### src/hw/rtl/hextb_pkg.sv
// ---------------------------------------------------------------------------
// Hex text decoder package
// Shared types, codes and character classification for the hex text decoder.
// ---------------------------------------------------------------------------
package hextb_pkg;

   localparam int QUEUE_DEPTH = 4;

   localparam logic [2:0] TERM_NONE = 3'd0;
   localparam logic [2:0] TERM_LF   = 3'd1;
   localparam logic [2:0] TERM_CR   = 3'd2;
   localparam logic [2:0] TERM_CRLF = 3'd3;
   localparam logic [2:0] TERM_NUL  = 3'd4;

   localparam logic [1:0] STATUS_OK      = 2'd0;
   localparam logic [1:0] STATUS_BAD_HEX = 2'd1;
   localparam logic [1:0] STATUS_ODD     = 2'd2;

   localparam logic KIND_BYTE   = 1'b0;
   localparam logic KIND_STATUS = 1'b1;

   localparam logic [1:0] STEP_DATA  = 2'd0;
   localparam logic [1:0] STEP_TERM1 = 2'd1;
   localparam logic [1:0] STEP_TERM2 = 2'd2;
   localparam logic [1:0] STEP_STAT  = 2'd3;

   localparam logic [15:0] CHAR_COMMA = 16'h002C;
   localparam logic [15:0] CHAR_COLON = 16'h003A;
   localparam logic [15:0] CHAR_DASH  = 16'h002D;
   localparam logic [15:0] CHAR_SEMI  = 16'h003B;
   localparam logic [15:0] CHAR_ZERO  = 16'h0030;
   localparam logic [15:0] CHAR_LOW_X = 16'h0078;
   localparam logic [15:0] CHAR_UP_X  = 16'h0058;

   localparam logic [7:0] BYTE_LF  = 8'h0A;
   localparam logic [7:0] BYTE_CR  = 8'h0D;
   localparam logic [7:0] BYTE_NUL = 8'h00;

   typedef struct packed {
      logic        has_byte;
      logic [7:0]  byte_val;
      logic        is_end;
      logic [1:0]  status;
      logic [15:0] bad_char;
      logic [2:0]  term;
   } entry_type;

   function automatic logic is_white(input logic [15:0] c);
      return (c >= 16'h0009 && c <= 16'h000D) || c == 16'h0020 || c == 16'h0085 ||
             c == 16'h00A0 || c == 16'h1680 || (c >= 16'h2000 && c <= 16'h200A) ||
             c == 16'h2028 || c == 16'h2029 || c == 16'h202F || c == 16'h205F ||
             c == 16'h3000;
   endfunction

   function automatic logic is_separator(input logic [15:0] c);
      return is_white(c) || c == CHAR_COMMA || c == CHAR_COLON || c == CHAR_DASH ||
             c == CHAR_SEMI;
   endfunction

   // Bit 4 flags a valid hex digit, bits 3:0 carry its value.
   function automatic logic [4:0] hex_value(input logic [15:0] c);
      logic [4:0] v;
      v = 5'd0;
      if (c >= 16'h0030 && c <= 16'h0039) begin
         v = {1'b1, c[3:0]};
      end else if ((c >= 16'h0041 && c <= 16'h0046) || (c >= 16'h0061 && c <= 16'h0066)) begin
         v = {1'b1, c[3:0] + 4'd9};
      end
      return v;
   endfunction

endpackage

### src/hw/rtl/hextb_front.sv
// ---------------------------------------------------------------------------
// Hex text decoder front end
// Classifies each character, merges nibbles and builds one queue entry per
// item that yields a byte or ends the message.
// ---------------------------------------------------------------------------
module hextb_front (
   input  logic                 clock,
   input  logic                 reset,
   input  logic                 csr_write_enable,
   input  logic [2:0]           csr_write_data,
   input  logic                 accept,
   input  logic [15:0]          char_code,
   input  logic                 has_char,
   input  logic                 end_of_text,
   output logic                 push,
   output hextb_pkg::entry_type entry
);
   import hextb_pkg::*;

   logic [2:0]  term_mode_ff;
   logic [3:0]  high_nibble_ff, high_nibble_in;
   logic        nibble_held_ff, nibble_held_in;
   logic        zero_pending_ff, zero_pending_in;
   logic        error_seen_ff, error_seen_in;
   logic [15:0] first_bad_ff, first_bad_in;

   always_comb begin
      logic       held;
      logic [3:0] hn;
      logic       zp;
      logic       es;
      logic [15:0] fb;
      logic       bv;
      logic [7:0] bval;
      logic [4:0] hv;
      held = nibble_held_ff;
      hn   = high_nibble_ff;
      zp   = zero_pending_ff;
      es   = error_seen_ff;
      fb   = first_bad_ff;
      bv   = 1'b0;
      bval = 8'd0;
      hv   = hex_value(char_code);
      if (has_char && !es) begin
         if (zp && (char_code == CHAR_LOW_X || char_code == CHAR_UP_X)) begin
            zp = 1'b0;
         end else begin
            if (zp) begin
               zp = 1'b0;
               if (held) begin
                  bv   = 1'b1;
                  bval = {hn, 4'd0};
                  held = 1'b0;
               end else begin
                  held = 1'b1;
               end
               hn = 4'd0;
            end
            if (is_separator(char_code)) begin
               zp = zp;
            end else if (char_code == CHAR_ZERO) begin
               zp = 1'b1;
            end else if (!hv[4]) begin
               es = 1'b1;
               fb = char_code;
            end else if (held) begin
               bv   = 1'b1;
               bval = {hn, hv[3:0]};
               held = 1'b0;
               hn   = 4'd0;
            end else begin
               held = 1'b1;
               hn   = hv[3:0];
            end
         end
      end
      if (end_of_text && zp && !es) begin
         zp = 1'b0;
         if (held) begin
            bv   = 1'b1;
            bval = {hn, 4'd0};
            held = 1'b0;
         end else begin
            held = 1'b1;
         end
         hn = 4'd0;
      end

      entry.has_byte = bv;
      entry.byte_val = bval;
      entry.is_end   = end_of_text;
      entry.bad_char = es ? fb : 16'd0;
      entry.term     = TERM_NONE;
      if (es) begin
         entry.status = STATUS_BAD_HEX;
      end else if (held) begin
         entry.status = STATUS_ODD;
      end else begin
         entry.status = STATUS_OK;
         if (end_of_text && term_mode_ff >= TERM_LF && term_mode_ff <= TERM_NUL) begin
            entry.term = term_mode_ff;
         end
      end
      push = accept && (bv || end_of_text);

      if (end_of_text) begin
         high_nibble_in  = 4'd0;
         nibble_held_in  = 1'b0;
         zero_pending_in = 1'b0;
         error_seen_in   = 1'b0;
         first_bad_in    = 16'd0;
      end else begin
         high_nibble_in  = hn;
         nibble_held_in  = held;
         zero_pending_in = zp;
         error_seen_in   = es;
         first_bad_in    = fb;
      end
   end

   always_ff @(posedge clock) begin
      if (reset) begin
         term_mode_ff    <= TERM_NONE;
         high_nibble_ff  <= 4'd0;
         nibble_held_ff  <= 1'b0;
         zero_pending_ff <= 1'b0;
         error_seen_ff   <= 1'b0;
         first_bad_ff    <= 16'd0;
      end else begin
         if (csr_write_enable) begin
            term_mode_ff <= csr_write_data;
         end
         if (accept) begin
            high_nibble_ff  <= high_nibble_in;
            nibble_held_ff  <= nibble_held_in;
            zero_pending_ff <= zero_pending_in;
            error_seen_ff   <= error_seen_in;
            first_bad_ff    <= first_bad_in;
         end
      end
   end

`ifndef ASSERT_OFF
   a_clear_after_end: assert property (@(posedge clock) disable iff (reset)
      accept && end_of_text |=> !nibble_held_ff && !zero_pending_ff && !error_seen_ff)
      else $error("message state not cleared after end item");
   a_held_nibble_zero: assert property (@(posedge clock) disable iff (reset)
      !nibble_held_ff |-> high_nibble_ff == 4'd0)
      else $error("stale high nibble without a held digit");
`endif

endmodule

### src/hw/rtl/hextb_queue.sv
// ---------------------------------------------------------------------------
// Hex text decoder entry queue
// Short first-in first-out buffer between the front end and the back end.
// ---------------------------------------------------------------------------
module hextb_queue #(
   parameter int Depth = hextb_pkg::QUEUE_DEPTH
) (
   input  logic                 clock,
   input  logic                 reset,
   input  logic                 push,
   input  hextb_pkg::entry_type push_entry,
   input  logic                 pop,
   output logic                 full,
   output logic                 head_valid,
   output hextb_pkg::entry_type head_entry
);
   import hextb_pkg::*;

   localparam int PtrW = (Depth > 1) ? $clog2(Depth) : 1;
   localparam int CntW = $clog2(Depth + 1);

   entry_type           slots_ff [Depth];
   logic [PtrW-1:0]     wr_ptr_ff, rd_ptr_ff;
   logic [CntW-1:0]     count_ff, count_in;

   assign full       = count_ff == CntW'(Depth);
   assign head_valid = count_ff != '0;
   assign head_entry = slots_ff[rd_ptr_ff];

   always_comb begin
      count_in = count_ff;
      if (push && !pop) begin
         count_in = count_ff + 1'b1;
      end else if (pop && !push) begin
         count_in = count_ff - 1'b1;
      end
   end

   always_ff @(posedge clock) begin
      if (push) begin
         slots_ff[wr_ptr_ff] <= push_entry;
      end
   end

   always_ff @(posedge clock) begin
      if (reset) begin
         wr_ptr_ff <= '0;
         rd_ptr_ff <= '0;
         count_ff  <= '0;
      end else begin
         count_ff <= count_in;
         if (push) begin
            wr_ptr_ff <= (wr_ptr_ff == PtrW'(Depth - 1)) ? '0 : wr_ptr_ff + 1'b1;
         end
         if (pop) begin
            rd_ptr_ff <= (rd_ptr_ff == PtrW'(Depth - 1)) ? '0 : rd_ptr_ff + 1'b1;
         end
      end
   end

`ifndef ASSERT_OFF
   a_no_overflow: assert property (@(posedge clock) disable iff (reset)
      full |-> !push || pop)
      else $error("queue written while full");
   a_no_underflow: assert property (@(posedge clock) disable iff (reset)
      pop |-> head_valid)
      else $error("queue read while empty");
`endif

endmodule

### src/hw/rtl/hextb_back.sv
// ---------------------------------------------------------------------------
// Hex text decoder back end
// Expands each queue entry into the data byte, termination bytes and status
// word that it carries, and holds the word offered on the result ports.
// ---------------------------------------------------------------------------
module hextb_back (
   input  logic                 clock,
   input  logic                 reset,
   input  logic                 head_valid,
   input  hextb_pkg::entry_type head_entry,
   output logic                 pop,
   input  logic                 rsp_pop,
   output logic                 rsp_empty,
   output logic                 rsp_kind,
   output logic [7:0]           rsp_byte_value,
   output logic [1:0]           rsp_status_code,
   output logic [15:0]          rsp_bad_char,
   output logic                 rsp_last_result
);
   import hextb_pkg::*;

   logic [1:0]  step_ff;
   logic        out_valid_ff;
   logic        kind_ff, kind_in;
   logic [7:0]  byte_ff, byte_in;
   logic [1:0]  status_ff, status_in;
   logic [15:0] bad_ff, bad_in;
   logic        last_ff, last_in;
   logic [3:0]  present;
   logic [1:0]  sel;
   logic        more;
   logic        advance;

   assign present = {head_entry.is_end, head_entry.term == TERM_CRLF,
                     head_entry.term != TERM_NONE, head_entry.has_byte};
   assign advance = head_valid && (!out_valid_ff || rsp_pop);
   assign pop     = advance && !more;

   always_comb begin
      logic found;
      found = 1'b0;
      sel   = STEP_STAT;
      more  = 1'b0;
      for (int i = 0; i < 4; i++) begin
         if (!found && present[i] && 2'(i) >= step_ff) begin
            found = 1'b1;
            sel   = 2'(i);
         end
      end
      for (int j = 0; j < 4; j++) begin
         if (present[j] && 2'(j) > sel) begin
            more = 1'b1;
         end
      end
   end

   always_comb begin
      kind_in   = KIND_BYTE;
      byte_in   = 8'd0;
      status_in = STATUS_OK;
      bad_in    = 16'd0;
      last_in   = 1'b0;
      unique case (sel)
         STEP_DATA: begin
            byte_in = head_entry.byte_val;
         end
         STEP_TERM1: begin
            if (head_entry.term == TERM_LF) begin
               byte_in = BYTE_LF;
            end else if (head_entry.term == TERM_NUL) begin
               byte_in = BYTE_NUL;
            end else begin
               byte_in = BYTE_CR;
            end
         end
         STEP_TERM2: begin
            byte_in = BYTE_LF;
         end
         STEP_STAT: begin
            kind_in   = KIND_STATUS;
            status_in = head_entry.status;
            bad_in    = head_entry.bad_char;
            last_in   = 1'b1;
         end
         default: begin
            kind_in = KIND_BYTE;
         end
      endcase
   end

   always_ff @(posedge clock) begin
      if (advance) begin
         kind_ff   <= kind_in;
         byte_ff   <= byte_in;
         status_ff <= status_in;
         bad_ff    <= bad_in;
         last_ff   <= last_in;
      end
   end

   always_ff @(posedge clock) begin
      if (reset) begin
         step_ff      <= STEP_DATA;
         out_valid_ff <= 1'b0;
      end else begin
         if (advance) begin
            out_valid_ff <= 1'b1;
            step_ff      <= more ? sel + 2'd1 : STEP_DATA;
         end else if (rsp_pop) begin
            out_valid_ff <= 1'b0;
         end
      end
   end

   assign rsp_empty       = !out_valid_ff;
   assign rsp_kind        = kind_ff;
   assign rsp_byte_value  = byte_ff;
   assign rsp_status_code = status_ff;
   assign rsp_bad_char    = bad_ff;
   assign rsp_last_result = last_ff;

`ifndef ASSERT_OFF
   a_entry_has_work: assert property (@(posedge clock) disable iff (reset)
      head_valid |-> present != 4'd0)
      else $error("queue entry carries no result");
   a_status_is_last: assert property (@(posedge clock) disable iff (reset)
      out_valid_ff |-> (kind_ff == KIND_STATUS) == last_ff)
      else $error("status word and last flag disagree");
`endif

endmodule

### src/hw/rtl/hex_text_to_bytes_core.sv
// ---------------------------------------------------------------------------
// Hex text to bytes decoder
// Path: a result passes the entry queue, then the result register.
// Throughput: one character per cycle while the queue is not full; an end
// item yields up to four result words: data, termination bytes and status.
// Reset: synchronous; clears message state, queue and result valid flag.
// ---------------------------------------------------------------------------
module hex_text_to_bytes_core #(
   parameter int QueueDepth = hextb_pkg::QUEUE_DEPTH
) (
   input  logic        clock,
   input  logic        reset,
   input  logic        csr_write_enable,
   input  logic [2:0]  csr_write_data,
   input  logic        push,
   output logic        full,
   input  logic [15:0] req_char_code,
   input  logic        req_has_char,
   input  logic        req_end_of_text,
   output logic        empty,
   input  logic        pop,
   output logic        rsp_kind,
   output logic [7:0]  rsp_byte_value,
   output logic [1:0]  rsp_status_code,
   output logic [15:0] rsp_bad_char,
   output logic        rsp_last_result
);
   import hextb_pkg::*;

   logic      accept;
   logic      q_push;
   entry_type q_entry;
   logic      q_pop;
   logic      q_head_valid;
   entry_type q_head;

   assign accept = push && !full;

   hextb_front u_front (
      .clock            (clock),
      .reset            (reset),
      .csr_write_enable (csr_write_enable),
      .csr_write_data   (csr_write_data),
      .accept           (accept),
      .char_code        (req_char_code),
      .has_char         (req_has_char),
      .end_of_text      (req_end_of_text),
      .push             (q_push),
      .entry            (q_entry)
   );

   hextb_queue #(
      .Depth (QueueDepth)
   ) u_queue (
      .clock      (clock),
      .reset      (reset),
      .push       (q_push),
      .push_entry (q_entry),
      .pop        (q_pop),
      .full       (full),
      .head_valid (q_head_valid),
      .head_entry (q_head)
   );

   hextb_back u_back (
      .clock           (clock),
      .reset           (reset),
      .head_valid      (q_head_valid),
      .head_entry      (q_head),
      .pop             (q_pop),
      .rsp_pop         (pop),
      .rsp_empty       (empty),
      .rsp_kind        (rsp_kind),
      .rsp_byte_value  (rsp_byte_value),
      .rsp_status_code (rsp_status_code),
      .rsp_bad_char    (rsp_bad_char),
      .rsp_last_result (rsp_last_result)
   );

endmodule
### config.mk
export PLATFORM = sky130hd
export DESIGN_NAME = hex_text_to_bytes_core
export DESIGN_NICKNAME = d
export VERILOG_FILES = /design/src/hw/rtl/hextb_pkg.sv /design/src/hw/rtl/hextb_front.sv /design/src/hw/rtl/hextb_queue.sv /design/src/hw/rtl/hextb_back.sv /design/src/hw/rtl/hex_text_to_bytes_core.sv
export SDC_FILE = /design/constraint.sdc
export NUM_CORES = 1
export LEC_CHECK = 0
export ABC_AREA = 1
export BUFFER_PORTS_ARGS = -buffer_cell sky130_fd_sc_hd__buf_2
export CORE_ASPECT_RATIO = 0.7
export CORE_MARGIN = 8
export CORE_UTILIZATION = 50
export DETAILED_ROUTE_END_ITERATION = 12
export GPL_TIMING_DRIVEN = 1
export HOLD_SLACK_MARGIN = 0.15
export PLACE_DENSITY = 0.75
export SYNTH_ARGS = -nofsm -noshare
export SYNTH_HDL_FRONTEND = slang
export SYNTH_SLANG_ARGS = --single-unit
### constraint.sdc
create_clock -name clock -period 3.25 [get_ports clock]
set_input_delay 0.325 -clock clock [delete_from_list [all_inputs] [get_ports clock]]
set_output_delay 0.325 -clock clock [all_outputs]
set_load 0.02 [all_outputs]
==> impl_metrics.ini <==
[sta]
maxSlewViolCount = 0
post-route-period-util_pct = 90.4
hold_violations = 0
layout_setup_ws_ps = 313
period_needed_ps = 2940
setup_viol = 0
slew_headroom_pct = 62.1
finalClockSkew_ps = 13.3
tightest_slew_ps = 568
fmax_mhz = 340
tns_ps = 0

[cts]
cts_tree = built
htree_levels = 4
clock_path_buffers = 2
clock_latency_ps = 440
clkTransAtPathRegs_ps = 70
cts_made_buffers = 17
cts.sinks = 189
root_buffer = clkbuf_16

[pwr]
p_sw_uw = 2590
p_comb_share_pct = 29.6
p_seq_share_pct = 42.3
power_density_mw_per_mm2 = 741
internal-power_uw = 4890
ir_worst_vdd_uv = 422
power_uw = 7470
switching_share_pct = 34.6
power_frac_clock_pct = 28.2
p_leak_uw = 0.00409

[critical_path]
crit_arrival_ps = 3260
startpoint_type = register
required_ps = 3570
critPathCaptureType = register
critPathSlowestCell = dfxtp_4
path_cells = buf_2, nand2_1, nand3_1, nand2_1, inv_1, nor2_1, nor2_2, inv_1, nand2_1, nand2_1, nand3_1, nand2_2, nor2_4, inv_1, ha_1, inv_1, fa_1, o21ai_0, a21oi_1
slowest_delay_ps = 430
path_max_fanout = 8
crit_type = reg2reg

[global_routing]
grt_usage_pct = 18.7
overflow = 0
antenna_found_initial = 0
grt_pass1_vias = 6371
grt_pass1_wl_um = 32900
grt_max_degree = 32

[placement]
routabilityCongestion = 0.960
port-buffer-count = 55
dp_slack_ps = 12.6
dp_hpwl_um = 13800

[cells_and_area]
drive_gt1_share_pct = 14.8
multiInputGateArea_mm2 = 0.00294
diodes = 0
fill_cells = 1428
final_core_utilization_pct = 58.8
area_delta_synth_final_pct = 15.4
fin_nets = 1058
seq_area_mm2 = 0.00530

[floorplan]
io_pins = 56
die_h_um = 127
die_area_mm2 = 0.0220
die_x_um = 174
rows = 40
core_area_mm2 = 0.0172
initial_utilization_pct = 50.9

[yosys]
seq_area_frac_synth_pct = 60.6
syn_nets = 986
ys_types = 38
synthCells = 946
synth_seq_cells = 189
yosys_warnings = 0
synth_area_per_cell_um2 = 9.24
synth_area_mm2 = 0.00874

[run]
maxCapViolations = 0

[detailed_routing]
vias = 6721
initialDrtViolationCount = 751
drt-vias-per-instance = 5.33
drt_wl_total_um = 20400
first_pass_iters = 6
ant_nets = 0
drc = 0
avgRoutedWirePerCell_um = 16.2

[outcome]
status = complete, no violations

[worst_hold_path]
hp-class = in2reg
[worst max-delay path: cells and delay by family (launching register included)]
kind	cells	cell delay, ps
AND/OR/NAND/NOR	10	980
AO/OA/AOI/OAI	2	230
flip-flops	1	430
buffers and inverters	5	570
adder cells (fa/ha/maj)	2	600
[what timing repair did]
item,CTS,global route
buffers inserted,0,2
endpoints found under the setup margin,0,2
hold buffers,3,0
gates resized for setup,0,10
hold endpoints to repair,3,0
[power by group through the flow]
stage	Combinational, µW	Clock, µW	Sequential, µW
floorplan	1220	0	3430
global placement	2120	0	3210
detailed placement	2150	0	3220
CTS	2170	2130	3160
global route	2470	2220	3190
finish	2210	2110	3160
[area by class of cell]
class                      instances  share of cell area (%)
clock buffer                      17                    4.22
clock inverter                    15                    1.71
inverter                         104                    3.91
multi-input combinational        620                    29.1
sequential                       189                    52.5
tap                              231                    2.86
timing repair buffer              86                    5.65
[cell families (layout without fill, tap and decap cells)]
| logic type | Yosys count | count (layout) | synth area share (%) |
|---|---|---|---|
| fa+ha+maj | 14 | 14 | 2.09 |
| simple gates | 440 | 440 | 20.9 |
| flops | 189 | 189 | 60.6 |
| buf+inv | 137 | 222 | 6.24 |
| xor+xnor | 4 | 4 | 0.401 |
| compound gates | 162 | 162 | 9.82 |
[through the flow]
step,instance area (µm²),hold slack (ps),instances
after global placement,9430,466,1225
after global routing,10100,153,1262
final,10100,171,1262
after floorplan,8750,424,946
after detailed placement,9430,471,1225
after CTS,10100,155,1260
[per-layer routing]
| layer | up-vias | part of all wire (%) | track usage [%] |
|---|---|---|---|
| met2 | 288 | 43 | 27.8 |
| met5 | - | 0 | 0 |
| met3 | 22 | 8.9 | 4.27 |
| li1 | 3308 | - | - |
| met4 | 0 | 1.2 | 6.12 |
| met1 | 3103 | 47 | 26.5 |
[path summary, 6_finish.rpt]
kind,start,to,slack (ps),cells after the start
setup / recovery,register,u_queue.count_ff[1]$_SDFFE_PP0P_,310,19
hold / removal,req_end_of_text,u_queue.slots_ff[3][21]$_DFFE_PP_,170,1
setup reg to reg,register,u_queue.count_ff[1]$_SDFFE_PP0P_,310,19
hold reg to reg,u_front.error_seen_ff$_SDFFE_PP0P_,u_front.error_seen_ff$_SDFFE_PP0P_,480,2
[layout by cell type, fill, tap and decap left out, types with 2 or more instances in the layout]
cell / n
a21oi_1: 40
a21oi_2: 2
buf_12: 4
buf_2: 56
buf_4: 21
buf_6: 2
bufinv_16: 2
clkbuf_16: 17
clkinv_1: 3
clkinv_2: 2
clkinvlp_4: 2
dfxtp_1: 36
dlygate4sd3_1: 3
edfxtp_1: 151
ha_1: 13
inv_1: 92
inv_2: 8
inv_6: 4
inv_8: 4
nand2_1: 144
nand2_2: 4
nand3_1: 50
nand3_2: 2
nand4_1: 8
nor2_1: 209
nor2_2: 9
nor2_4: 3
nor3_1: 3
o21ai_0: 78
o21ai_1: 17
o22ai_1: 21
or2_2: 3
xor2_1: 3
[state kept, by name, summed over array words and instances (netlist names), named ones only]
| register | cells |
|---|---|
| u_back.out_valid_ff | 1 |
| u_back.rsp_bad_char | 16 |
| u_back.rsp_byte_value | 8 |
| u_back.rsp_kind | 1 |
| u_back.rsp_status_code | 2 |
| u_back.step_ff | 2 |
| u_front.error_seen_ff | 1 |
| u_front.first_bad_ff | 16 |
| u_front.high_nibble_ff | 4 |
| u_front.nibble_held_ff | 1 |
| u_front.term_mode_ff | 3 |
| u_front.zero_pending_ff | 1 |
| u_queue.count_ff | 3 |
| u_queue.rd_ptr_ff | 2 |
| u_queue.slots_ff | 124 |
| u_queue.wr_ptr_ff | 2 |
[cells in the mapped netlist, drive strengths merged]
| cell type | number | area, µm² |
|---|---|---|
| xor2 | 3 | 26.3 |
| a211oi | 1 | 7.51 |
| o21ai | 95 | 475 |
| fa | 1 | 20.0 |
| nor3 | 3 | 15.0 |
| clkinv | 3 | 12.5 |
| nand3 | 53 | 288 |
| nor4 | 1 | 6.26 |
| dfxtp | 38 | 761 |
| nor2 | 221 | 857 |
| a31oi | 1 | 6.26 |
| or2 | 3 | 18.8 |
| xnor2 | 1 | 8.76 |
| buf | 16 | 90.1 |
| ha | 13 | 163 |
| a221o | 1 | 10.0 |
| edfxtp | 151 | 4530 |
| nand2 | 149 | 574 |
| o22ai | 21 | 131 |
| and3 | 1 | 6.26 |
| clkbuf | 17 | 63.8 |
| nand4 | 9 | 62.6 |
| a21oi | 42 | 218 |
| inv | 101 | 379 |
| o211a | 1 | 10.0 |
Power figures use the tool's default switching activity.
